<file path="src/rtl/fir_tp_pkg.sv">
`default_nettype none

package fir_tp_pkg;

	localparam int IN_BITS      = 16;
	localparam int OUT_BITS     = 40;
	localparam int TAP_IDX_BITS = 6;
	localparam int SHIFT_BITS   = 5;

	localparam logic [SHIFT_BITS-1:0] SHIFT_RESET = 5'd8;

	localparam logic REQ_SAMPLE = 1'b0;
	localparam logic REQ_COEF   = 1'b1;

	typedef struct packed {
		logic                  shift_en;
		logic [SHIFT_BITS-1:0] shift_amt;
	} cell_ctrl_t;

endpackage

`default_nettype wire

</file>
<file path="src/rtl/fir_tp_cell.sv">
`default_nettype none

module fir_tp_cell #(
	parameter int SAMPLE_BITS = 16
) (
	input  wire                                  clk,
	input  wire                                  arst_n,
	input  fir_tp_pkg::cell_ctrl_t               ctrl,
	input  wire  signed [SAMPLE_BITS-1:0]        sample_in,
	output logic signed [SAMPLE_BITS-1:0]        sample_out,
	input  wire                                  coef_we,
	input  wire  signed [SAMPLE_BITS-1:0]        coef_in,
	input  wire                                  token_in,
	input  wire         [fir_tp_pkg::OUT_BITS-1:0] sum_in,
	output logic                                 token_out,
	output logic        [fir_tp_pkg::OUT_BITS-1:0] sum_out
);

	localparam int PROD_BITS = 2 * SAMPLE_BITS;
	localparam int EXT_BITS  = (PROD_BITS > fir_tp_pkg::OUT_BITS) ? PROD_BITS
	                                                              : fir_tp_pkg::OUT_BITS;

	logic signed [SAMPLE_BITS-1:0]          sample_q;
	logic signed [SAMPLE_BITS-1:0]          coef_q;
	logic signed [PROD_BITS-1:0]            prod;
	logic signed [EXT_BITS-1:0]             prod_ext;
	logic signed [EXT_BITS-1:0]             prod_shifted;
	logic        [fir_tp_pkg::OUT_BITS-1:0] prod_q;
	logic                                   token_q;
	logic        [fir_tp_pkg::OUT_BITS-1:0] sum_q;

	assign prod         = sample_q * coef_q;
	assign prod_ext     = EXT_BITS'(prod);
	assign prod_shifted = prod_ext >>> ctrl.shift_amt;

	always_ff @(posedge clk or negedge arst_n) begin
		if (!arst_n) begin
			sample_q <= '0;
			coef_q   <= '0;
			token_q  <= 1'b0;
		end else begin
			if (ctrl.shift_en) begin
				sample_q <= sample_in;
			end
			if (coef_we) begin
				coef_q <= coef_in;
			end
			token_q <= token_in;
		end
	end

	always_ff @(posedge clk) begin
		prod_q <= prod_shifted[fir_tp_pkg::OUT_BITS-1:0];
		if (token_in) begin
			sum_q <= sum_in + prod_q;
		end
	end

	assign sample_out = sample_q;
	assign token_out  = token_q;
	assign sum_out    = sum_q;

endmodule

`default_nettype wire

</file>
<file path="config.mk">
export PLATFORM = sky130hd
export DESIGN_NAME = fir_tp_cell
export DESIGN_NICKNAME = d
export VERILOG_FILES = /design/src/rtl/fir_tp_pkg.sv /design/src/rtl/fir_tp_cell.sv
export SDC_FILE = /design/constraint.sdc
export NUM_CORES = 1
export LEC_CHECK = 0
export ABC_AREA = 1
export BUFFER_PORTS_ARGS = -buffer_cell sky130_fd_sc_hd__buf_2
export CAP_MARGIN = 0
export CELL_PAD_IN_SITES_DETAIL_PLACEMENT = 1
export CELL_PAD_IN_SITES_GLOBAL_PLACEMENT = 2
export CORE_MARGIN = 2
export CORE_UTILIZATION = 40
export CTS_BUF_LIST = sky130_fd_sc_hd__clkbuf_16
export DETAILED_ROUTE_END_ITERATION = 8
export HOLD_SLACK_MARGIN = 0.15
export PLACE_DENSITY_LB_ADDON = 0.1
export SLEW_MARGIN = 20
export SYNTH_ARGS = -nofsm -noshare
export SYNTH_HDL_FRONTEND = slang
export SYNTH_SLANG_ARGS = --single-unit
</file>
<file path="constraint.sdc">
create_clock -name clk -period 18.9 [get_ports clk]
set_input_delay 3.78 -clock clk [delete_from_list [all_inputs] [get_ports clk]]
set_output_delay 3.78 -clock clk [all_outputs]
set_load 0.02 [all_outputs]
</file>
==> qor.csv, run 1 <==
metric,value,unit
Peak Freq,0.1330,GHz
cell area after layout,19280,um2
kind of capture point of the worst setup path,register,
wire length per cell,18.79,um
IO Pins,139,
Mapped Avg Cell Area,7.473,um2
GRT Util Overall,0.2609,
slowest library cell on the worst path,fa_1,
Port-buffer cells,138,
sum of negative setup slack,0,ns
clock transition at the registers of the reported paths,0.08,ns
number of fill cells in the layout,5671,
synthesis-stage register bit count,105,
async set-reset flop share out of synthesis,0.3143,
biggest cell delay along the critical path,0.95,ns
Most common cell on crit path,nand2_1,
worst-case headroom to the max-slew limit,0.3337,
Vias/cell,5.016,
hold buffer count at cts,0,
footprint of the multi-input gates,12720,um2
CTS tree,yes,
critical-path maximum fanout,18,
"most common cell after layout, fill and taps aside",nand2_1,
unrepaired setup endpoints after global routing,false,
clk sinks,105,
post-CTS sizing,0,
number of antenna diodes,0,
wire length of the first global-routing pass,94200,um
result of the run,completed,
placed wire-length estimate,48470,um
maximum clock insertion buffer count,2,
area taken by flip-flops and latches,2668,um2
transition time at the pin with the least slew margin,0.9994,ns
path type of the worst min-delay path,reg -> reg,
clock root buffer,clkbuf_16,
pin count of the biggest net entering global routing,42,
Post-synth EDFFs,40,
number of hold-slack violations in the final timing report,0,
number of slew-limit violations in the final report,0,
number of endpoints failing setup at the final stage,0,
Via Count,15274,
"leading cell types in the layout, fill and taps excluded","nand2_1, inv_1, fa_1",
Core ar.,44120,um2
Die Footprint,46380,um2
Mapped Nets,2857,
number of cells in the design after placement,3029,
final cell count without fillers,3045,
fraction of layout cells with a size suffix above 1,0.09784,
share of the clock period used by the worst path after layout,0.3978,
number of placement rows,77,
ANT nets after route,0,
Num CTS Buffers,9,
weighted congestion reported at the end of routability-driven placement,0.9118,
initial core utilization,0.4050,
H-tree depth,3,
most used flip-flop cell after synthesis,edfxtp_1,
required time worst endpoint,19.15,ns
antenna violations before repair,0,
top cell type by total area after synthesis,fa_1,
max-cap check violation count,0,
Placed Area,18940,um2
count of yosys warnings during synthesis,0,
overflow left after global routing,0,
crit start category,register,
Setup CP Type,reg -> reg,
total wire length after detailed routing,57220,um
via count of the first global-routing pass,16858,
area share of the leading cell type in the synthesized netlist,0.2947,
layout-stage area growth over the synthesis result,7.884,%
minimum period implied by the final worst setup slack,7.518,ns
number of iterations in the first detailed-routing pass,5,
Chip Height,215.4,um
DRC Markers,0,
crit path DAT,7.77,ns
family with the most delay on the worst path,adder cells,
Die Wd,215.4,um
worst path bufs/invs,4,
post-synthesis cell type count,52,
Nets,2914,
post-layout util,0.4369,
share of synthesized area occupied by flip-flops and latches,0.1493,
ranking of synthesized cells by area,"fa_1, nand2_1, inv_1",
netlist area before placement,17870,um2
final clock skew,0.01818,ns
clock latency of the later-clocked register in the worst-skew pair,0.40,ns
Gate Count Post-Synth,2391,
initial DRC count,967,
Post-CTS Repair Setup Buffers,0,
[metrics by stage]
stage	hold slack, ns	worst slack (ns)
floorplan	0.4959	12.69
global placement	0.5424	11.61
detailed placement	0.5309	11.48
CTS	0.5622	11.45
global route	0.5927	10.90
finish	0.5510	11.38
[cell usage after synthesis, drive strengths merged (2+ instances only)]
| master | n |
|---|---|
| a21boi | 2 |
| a21o | 5 |
| a21oi | 69 |
| a221oi | 2 |
| a31oi | 9 |
| buf | 25 |
| clkbuf | 73 |
| dfrtp | 33 |
| dfxtp | 32 |
| edfxtp | 40 |
| fa | 263 |
| ha | 121 |
| inv | 554 |
| mux2 | 27 |
| nand2 | 670 |
| nand3 | 216 |
| nand3b | 3 |
| nand4 | 14 |
| nor2 | 97 |
| nor3 | 12 |
| o211ai | 7 |
| o21a | 2 |
| o21ai | 43 |
| o21bai | 6 |
| o221ai | 2 |
| o22ai | 2 |
| or2 | 8 |
| xnor2 | 15 |
| xor2 | 33 |
[layout make-up]
class / instances / area share
clock buffers: 9 / 0.01168
clock inverters: 7 / 0.005647
inverters: 554 / 0.1079
multi-input cells: 1634 / 0.6598
flip-flops and latches: 105 / 0.1384
well taps: 592 / 0.03842
repair buffers: 144 / 0.03816
[state kept, by name, indices dropped and copies added (netlist names)]
signal / flops
coef_q: 16
prod_q: 32
sample_out: 16
sum_out: 40
token_out: 1
[final timing paths]
kind                                             from  slack [ns]  cells past startpoint                        end
setup / recovery           sample_out[15]$_DFFE_PN0P_       11.38                     26         prod_q[24]$_DFF_P_
hold / removal                      prod_q[0]$_DFF_P_        0.55                      1       sum_out[0]$_DFFE_PP_
setup reg to reg           sample_out[15]$_DFFE_PN0P_       11.38                     26         prod_q[24]$_DFF_P_
hold reg to reg                     prod_q[0]$_DFF_P_        0.55                      1       sum_out[0]$_DFFE_PP_
max in group asynchronous                      arst_n       14.90                      1      coef_q[2]$_DFFE_PN0P_
min in group asynchronous                      arst_n        3.48                      1  sample_out[1]$_DFFE_PN0P_
[routing by layer]
| metal | track usage | wire length, um | vias up |
|---|---|---|---|
| met2 | 0.4155 | 25940 | 270 |
| met5 | 0 | 0 | - |
| li1 | - | - | 7309 |
| met1 | 0.3755 | 27710 | 7661 |
| met4 | 0.04667 | 718 | 0 |
| met3 | 0.04614 | 2847 | 34 |
[cell families (layout without fill, tap and decap cells)]
| group | Yosys count | in the layout | share of synthesized area |
|---|---|---|---|
| simple gates | 1023 | 1023 | 0.2417 |
| fa+ha+maj | 384 | 384 | 0.3794 |
| mux | 28 | 28 | 0.01758 |
| compound gates | 151 | 151 | 0.04965 |
| xor+xnor | 48 | 48 | 0.02353 |
| flops | 105 | 105 | 0.1493 |
| buf+inv | 652 | 714 | 0.1389 |
Power of run 1 is left out: the tool's default activity adds up to more than one toggle a clock period on the data nets, which glitch-free logic cannot reach.
==> inputs of run 2 (changes only) <==
--- a/config.mk
+++ b/config.mk
@@ -5,13 +5,13 @@
 export SDC_FILE = /design/constraint.sdc
 export NUM_CORES = 1
 export LEC_CHECK = 0
-export ABC_AREA = 1
+export ABC_AREA = 0
 export BUFFER_PORTS_ARGS = -buffer_cell sky130_fd_sc_hd__buf_2
 export CAP_MARGIN = 0
 export CELL_PAD_IN_SITES_DETAIL_PLACEMENT = 1
 export CELL_PAD_IN_SITES_GLOBAL_PLACEMENT = 2
 export CORE_MARGIN = 2
-export CORE_UTILIZATION = 40
+export CORE_UTILIZATION = 36
 export CTS_BUF_LIST = sky130_fd_sc_hd__clkbuf_16
 export DETAILED_ROUTE_END_ITERATION = 8
 export HOLD_SLACK_MARGIN = 0.15
==> constraint.sdc (replaced) <==
create_clock -name clk -period 6.5 [get_ports clk]
set_input_delay 1.3 -clock clk [delete_from_list [all_inputs] [get_ports clk]]
set_output_delay 1.3 -clock clk [all_outputs]
set_load 0.02 [all_outputs]
==> run 2 against run 1 <==
  * Highest routed layer unchanged
  * Largest cell class unchanged
  * Final cell count decreased by 5.0%
  * Critical endpoint is now prod_q[18]$_DFF_P_
  * Core utilization increased by 3.9 points
  * Critical path type unchanged
  * Critical path depth decreased by 4
  * The run now ends with negative setup slack left
==> qor.csv, run 2 <==
metric,value,unit,change
GRT Util Overall,0.2296,,-0.03133
weighted congestion reported at the end of routability-driven placement,0.8716,,-4.4%
number of stages on the worst setup path,22,,-15%
netlist area before placement,17300,um2,-3.2%
sum of negative setup slack,-4.104,ns,-4.104 ns
layout-stage area growth over the synthesis result,30.92,%,
H-tree depth,3,,unchanged
initial core utilization,0.3638,,-0.04114
critical register-to-register path startpoint,coef_q[3]$_DFFE_PN0P_,,
number of antenna diodes,0,,unchanged
Die Footprint,49820,um2,+7.4%
crit path DAT,7.08,ns,-0.69 ns
slack of the worst reg-to-reg path,-0.27,ns,-11.65 ns
hold buffer count at cts,0,,unchanged
unrepaired setup endpoints after global routing,true,,
CTS tree,yes,,
final clock skew,0.01203,ns,-0.006147 ns
top cell type by total area after synthesis,fa_1,,
transition time at the pin with the least slew margin,1.197,ns,+0.1977 ns
fraction of layout cells with a size suffix above 1,0.3373,,+0.2394
area share of the leading cell type in the synthesized netlist,0.3044,,+0.009719
"leading cell types in the layout, fill and taps excluded","inv_1, buf_4, fa_1",,
max-cap check violation count,0,,unchanged
minimum period implied by the final worst setup slack,6.770,ns,-0.7480 ns
path type of the worst min-delay path,reg -> reg,,
post-synthesis cell type count,90,,+73%
family with the most delay on the worst path,adder cells,,
"most common cell after layout, fill and taps aside",inv_1,,
most used flip-flop cell after synthesis,edfxtp_1,,
ranking of synthesized cells by area,"fa_1, ha_1, edfxtp_1",,
Mapped Avg Cell Area,9.177,um2,+23%
Setup CP Type,reg -> reg,,
most frequent cell after synthesis,inv_1,,
min-delay src,prod_q[0]$_DFF_P_,,
Post-synth EDFFs,40,,unchanged
worst-case headroom to the max-slew limit,0.1989,,-0.1348
CP endpoint,prod_q[18]$_DFF_P_,,
via count of the first global-routing pass,16830,,-0.17%
Gate Count Post-Synth,1885,,-21%
Port-buffer cells,138,,unchanged
slowest library cell on the worst path,fa_1,,
ANT nets after route,0,,unchanged
Nets,2738,,-6.0%
number of slew-limit violations in the final report,0,,unchanged
number of placement rows,80,,+3.9%
source of the critical timing path,coef_q[3]$_DFFE_PN0P_,,
DRC Markers,0,,unchanged
clock latency of the later-clocked register in the worst-skew pair,0.40,ns,about the same
number of cells in the design after placement,2808,,-7.3%
Vias/cell,5.120,,+2.1%
worst path bufs/invs,4,,unchanged
IO Pins,139,,unchanged
Most common cell on crit path,fa_1,,
placed wire-length estimate,45780,um,-5.6%
wire length per cell,19.29,um,+2.7%
wire length of the first global-routing pass,90100,um,-4.4%
pin count of the biggest net entering global routing,43,,+2.4%
total wire length after detailed routing,55780,um,-2.5%
number of endpoints failing setup at the final stage,27,,+27
async set-reset flop share out of synthesis,0.3143,,unchanged
overflow left after global routing,0,,unchanged
result of the run,"finished, violations left",,
crit start category,register,,
clk sinks,105,,unchanged
Core ar.,47550,um2,+7.8%
share of synthesized area occupied by flip-flops and latches,0.1542,,+0.004924
antenna violations before repair,0,,unchanged
RR Endpoint,prod_q[18]$_DFF_P_,,
count of yosys warnings during synthesis,0,,unchanged
Chip Height,223.2,um,+3.6%
Die Wd,223.2,um,+3.6%
initial DRC count,435,,-55%
required time worst endpoint,6.81,ns,-12.34 ns
final worst setup slack,-0.2697,ns,-11.65 ns
maximum clock insertion buffer count,2,,unchanged
share of the clock period used by the worst path after layout,1.041,,+0.6437
failing checks,negative setup slack,,
Peak Freq,0.1477,GHz,+11%
number of iterations in the first detailed-routing pass,4,,-1
Num CTS Buffers,9,,unchanged
number of hold-slack violations in the final timing report,0,,unchanged
Mapped Nets,2351,,-18%
list of most frequent post-synthesis cells,"inv_1, fa_1, nand2_1",,
kind of capture point of the worst setup path,register,,
"Critical Path, Cell by Cell","buf_6, buf_4, nand2_1, fa_1, fa_1, fa_1, inv_1, fa_1, fa_1, fa_1, ha_4, and3_4, and2_4, nand4_4, o2111a_2, or3_4, and2_4, mux4_2, buf_4, nand2_2, o21ai_1, a221oi_2",,
critical-path maximum fanout,7,,-11
Register-to-Register Path Depth,22,,-15%
number of fill cells in the layout,5406,,-4.7%
synthesis-stage register bit count,105,,unchanged
clock transition at the registers of the reported paths,0.08,ns,about the same
worst hold-check slack,0.5451,ns,-0.005970 ns
clock root buffer,clkbuf_16,,
final cell count without fillers,2892,,-5.0%
Via Count,14807,,-3.1%
biggest cell delay along the critical path,0.56,ns,-0.39 ns
max reg flops,40,,unchanged
## run 2: how the worst min path moves through the flow
stage	end	slack [ns]	cells after the start
floorplan	sum_out[0]$_DFFE_PP_	0.50	1
CTS	sum_out[0]$_DFFE_PP_	0.56	1
finish	sum_out[0]$_DFFE_PP_	0.55	1
global route	sum_out[0]$_DFFE_PP_	0.57	1
global placement	sum_out[0]$_DFFE_PP_	0.54	1
detailed placement	sum_out[0]$_DFFE_PP_	0.54	1
## run 2: logic make-up after synthesis
group | Yosys count | synth area share
xor gates and xnor gates | 69 | 0.03537
and+or+nand+nor | 537 | 0.1510
buffers and inverters | 372 | 0.08181
AOI/OAI and AO/OA | 356 | 0.1418
adders and majority gates | 384 | 0.3919
DFF | 105 | 0.1542
muxes | 62 | 0.04391
## run 2: cell type report
cell class	count	area, um2	share of cell area
Multi-Input combinational cell	1408	14410	0.6363
Inverter	290	1089	0.04807
Clock buffer	9	225.2	0.009945
Timing Repair Buffer	458	3393	0.1498
Tap cell	615	769.5	0.03398
Clock inverter	7	61.31	0.002707
Sequential cell	105	2698	0.1191
## run 2: timing repair
item / CTS / global route
gates resized for setup: 211 / 98
buffers inserted: 56 / 21
pin swaps: 100 / 63
setup endpoints to repair: 30 / 31
## run 2: metal layers
metal  GRT usage  share of wire  vias to the layer above
met5           0              0                        -
met1      0.2788           0.43                     7547
met2      0.4323           0.53                      184
met3     0.02107          0.017                       68
met4     0.06170          0.023                        0
li1            -              -                     7008
## run 2: through the flow
step | cell area [um2] | setup WS (ns) | util
CTS | 22060 | -0.2730 | 0.4640
detailed placement | 20460 | -0.8881 | 0.4303
global placement | 20460 | -0.7948 | 0.4303
floorplan | 17410 | -0.08225 | -
global route | 22650 | -0.4901 | 0.4763
finish | 22650 | -0.2697 | 0.4763
Power of run 2 is left out for the same reason.
==> inputs of run 3 (changes only) <==
--- a/config.mk
+++ b/config.mk
@@ -16,6 +16,7 @@
 export DETAILED_ROUTE_END_ITERATION = 8
 export HOLD_SLACK_MARGIN = 0.15
 export PLACE_DENSITY_LB_ADDON = 0.1
+export RECOVER_POWER = 25
 export SLEW_MARGIN = 20
 export SYNTH_ARGS = -nofsm -noshare
 export SYNTH_HDL_FRONTEND = slang
==> run 3 against run 2 <==
  * The flow finishes with violations (max-capacitance violations, max-slew violations, negative setup slack)
  * Die area stayed put
  * Clock skew is essentially flat
  * Clock-buffer cell count unchanged
  * Largest cell class unchanged
  * Worst setup slack about the same
  * Maximum frequency about the same
  * Non-clock buffer count unchanged
  * Wire length is essentially flat
  * Final cell count did not move
  * Via count hardly changed
==> qor.csv, run 3 (synthesized netlist as in run 2, its figures left out) <==
metric,value,unit,change
result of the run,"finished, violations left",,
failing checks,"max-capacitance violations, max-slew violations, negative setup slack",,
placed wire-length estimate,45780,um,unchanged
final cell count without fillers,2892,,unchanged
kind of capture point of the worst setup path,register,,
required time worst endpoint,6.81,ns,about the same
Port-buffer cells,138,,unchanged
Nets,2738,,unchanged
worst-case headroom to the max-slew limit,-0.3520,,-0.5510
weighted congestion reported at the end of routability-driven placement,0.8716,,unchanged
clock latency of the later-clocked register in the worst-skew pair,0.40,ns,about the same
unrepaired setup endpoints after global routing,true,,
final worst setup slack,-0.2696,ns,+0.0001070 ns
Die Footprint,49820,um2,unchanged
Die Wd,223.2,um,unchanged
Num CTS Buffers,9,,unchanged
initial DRC count,439,,+0.92%
GRT Util Overall,0.2296,,unchanged
IO Pins,139,,unchanged
initial core utilization,0.3638,,unchanged
Via Count,14808,,+0.0068%
critical-path maximum fanout,7,,unchanged
number of endpoints failing setup at the final stage,27,,unchanged
Peak Freq,0.1477,GHz,about the same
fraction of layout cells with a size suffix above 1,0.3360,,-0.001318
wire length per cell,19.29,um,about the same
number of hold-slack violations in the final timing report,0,,unchanged
CTS tree,yes,,
number of fill cells in the layout,5409,,+0.055%
sum of negative setup slack,-4.097,ns,+0.007470 ns
Chip Height,223.2,um,unchanged
post-layout util,0.4762,,about the same
"leading cell types in the layout, fill and taps excluded","inv_1, buf_4, fa_1",,
clk sinks,105,,unchanged
DRC Markers,0,,unchanged
overflow left after global routing,0,,unchanged
Core ar.,47550,um2,unchanged
total wire length after detailed routing,55770,um,about the same
wire length of the first global-routing pass,90100,um,unchanged
pin count of the biggest net entering global routing,43,,unchanged
transition time at the pin with the least slew margin,2.028,ns,+0.8309 ns
path type of the worst min-delay path,reg -> reg,,
"most common cell after layout, fill and taps aside",inv_1,,
antenna violations before repair,0,,unchanged
max reg flops,40,,unchanged
H-tree depth,3,,unchanged
final clock skew,0.01194,ns,-0.00009550 ns
maximum clock insertion buffer count,2,,unchanged
number of cells in the design after placement,2808,,unchanged
number of iterations in the first detailed-routing pass,4,,unchanged
number of slew-limit violations in the final report,34,,+34
crit start category,register,,
number of antenna diodes,0,,unchanged
Vias/cell,5.120,,about the same
ANT nets after route,0,,unchanged
minimum period implied by the final worst setup slack,6.770,ns,-0.0001070 ns
clock transition at the registers of the reported paths,0.08,ns,about the same
Setup CP Type,reg -> reg,,
via count of the first global-routing pass,16830,,unchanged
number of placement rows,80,,unchanged
max-cap check violation count,1,,+1
share of the clock period used by the worst path after layout,1.041,,about the same
crit path DAT,7.08,ns,about the same
layout-stage area growth over the synthesis result,30.89,%,about the same
clock root buffer,clkbuf_16,,
[run 3: cell types whose count changed in the layout (fill, tap and decap cells not counted), sizes merged]
cell,before,now
clkbuf,10,13
buf,457,454
[run 3: layout make-up]
| class | count | area, um2 | area share |
|---|---|---|---|
| Inverter | 290 | 1089 | 0.04808 |
| Tap cell | 615 | 769.5 | 0.03399 |
| Sequential cell | 105 | 2698 | 0.1191 |
| Clock inverter | 7 | 61.31 | 0.002708 |
| Timing Repair Buffer | 458 | 3390 | 0.1497 |
| Multi-Input combinational cell | 1408 | 14410 | 0.6364 |
| Clock buffer | 9 | 225.2 | 0.009947 |
[run 3: per-stage QoR]
| step | area [um2] | hold slack [ns] | worst slack [ns] |
|---|---|---|---|
| after global placement | 20460 | 0.5393 | -0.7948 |
| final | 22640 | 0.5451 | -0.2696 |
| after floorplan | 17410 | 0.4959 | -0.08225 |
| after global routing | 22640 | 0.5671 | -0.4901 |
| after CTS | 22060 | 0.5579 | -0.2730 |
| after detailed placement | 20460 | 0.5394 | -0.8881 |
[run 3: path summary, 6_finish.rpt]
| path | startpoint | to | slack, ns | cells after the start |
|---|---|---|---|---|
| max in group asynchronous | arst_n | sample_out[7]$_DFFE_PN0P_ | 3.72 | 1 |
| worst max-delay path | coef_q[3]$_DFFE_PN0P_ | prod_q[18]$_DFF_P_ | -0.27 | 22 |
| worst min-delay path | prod_q[0]$_DFF_P_ | sum_out[0]$_DFFE_PP_ | 0.55 | 1 |
| worst max register to register | coef_q[3]$_DFFE_PN0P_ | prod_q[18]$_DFF_P_ | -0.27 | 22 |
| worst min register to register | prod_q[0]$_DFF_P_ | sum_out[0]$_DFFE_PP_ | 0.55 | 1 |
| min in group asynchronous | arst_n | sample_out[1]$_DFFE_PN0P_ | 1.47 | 1 |
[run 3: metal layers]
| metal | GRT usage | vias to the layer above | share of wire |
|---|---|---|---|
| met5 | 0 | - | 0 |
| met2 | 0.4323 | 186 | 0.53 |
| met4 | 0.06170 | 0 | 0.023 |
| met3 | 0.02107 | 68 | 0.017 |
| li1 | - | 7008 | - |
| met1 | 0.2788 | 7546 | 0.43 |
[run 3: repair_timing]
item | in CTS | in global routing
endpoints found under the setup margin | 30 | 31
pin swaps | 100 | 63
buffers inserted | 56 | 21
gates resized for setup | 211 | 98
gates cloned | 0 | 0
hold buffers | 0 | 0
[run 3: worst max-delay path, cell delays in order (launching register included)]
cell,delay (ns)
dfrtp_2,0.49
buf_6,0.15
buf_4,0.13
nand2_1,0.08
fa_1,0.46
fa_1,0.52
fa_1,0.50
inv_1,0.05
fa_1,0.48
fa_1,0.56
fa_1,0.45
ha_4,0.34
and3_4,0.20
and2_4,0.15
nand4_4,0.12
o2111a_2,0.32
or3_4,0.37
and2_4,0.16
mux4_2,0.52
buf_4,0.17
nand2_2,0.05
o21ai_1,0.09
a221oi_2,0.30
Power of run 3 is left out for the same reason.
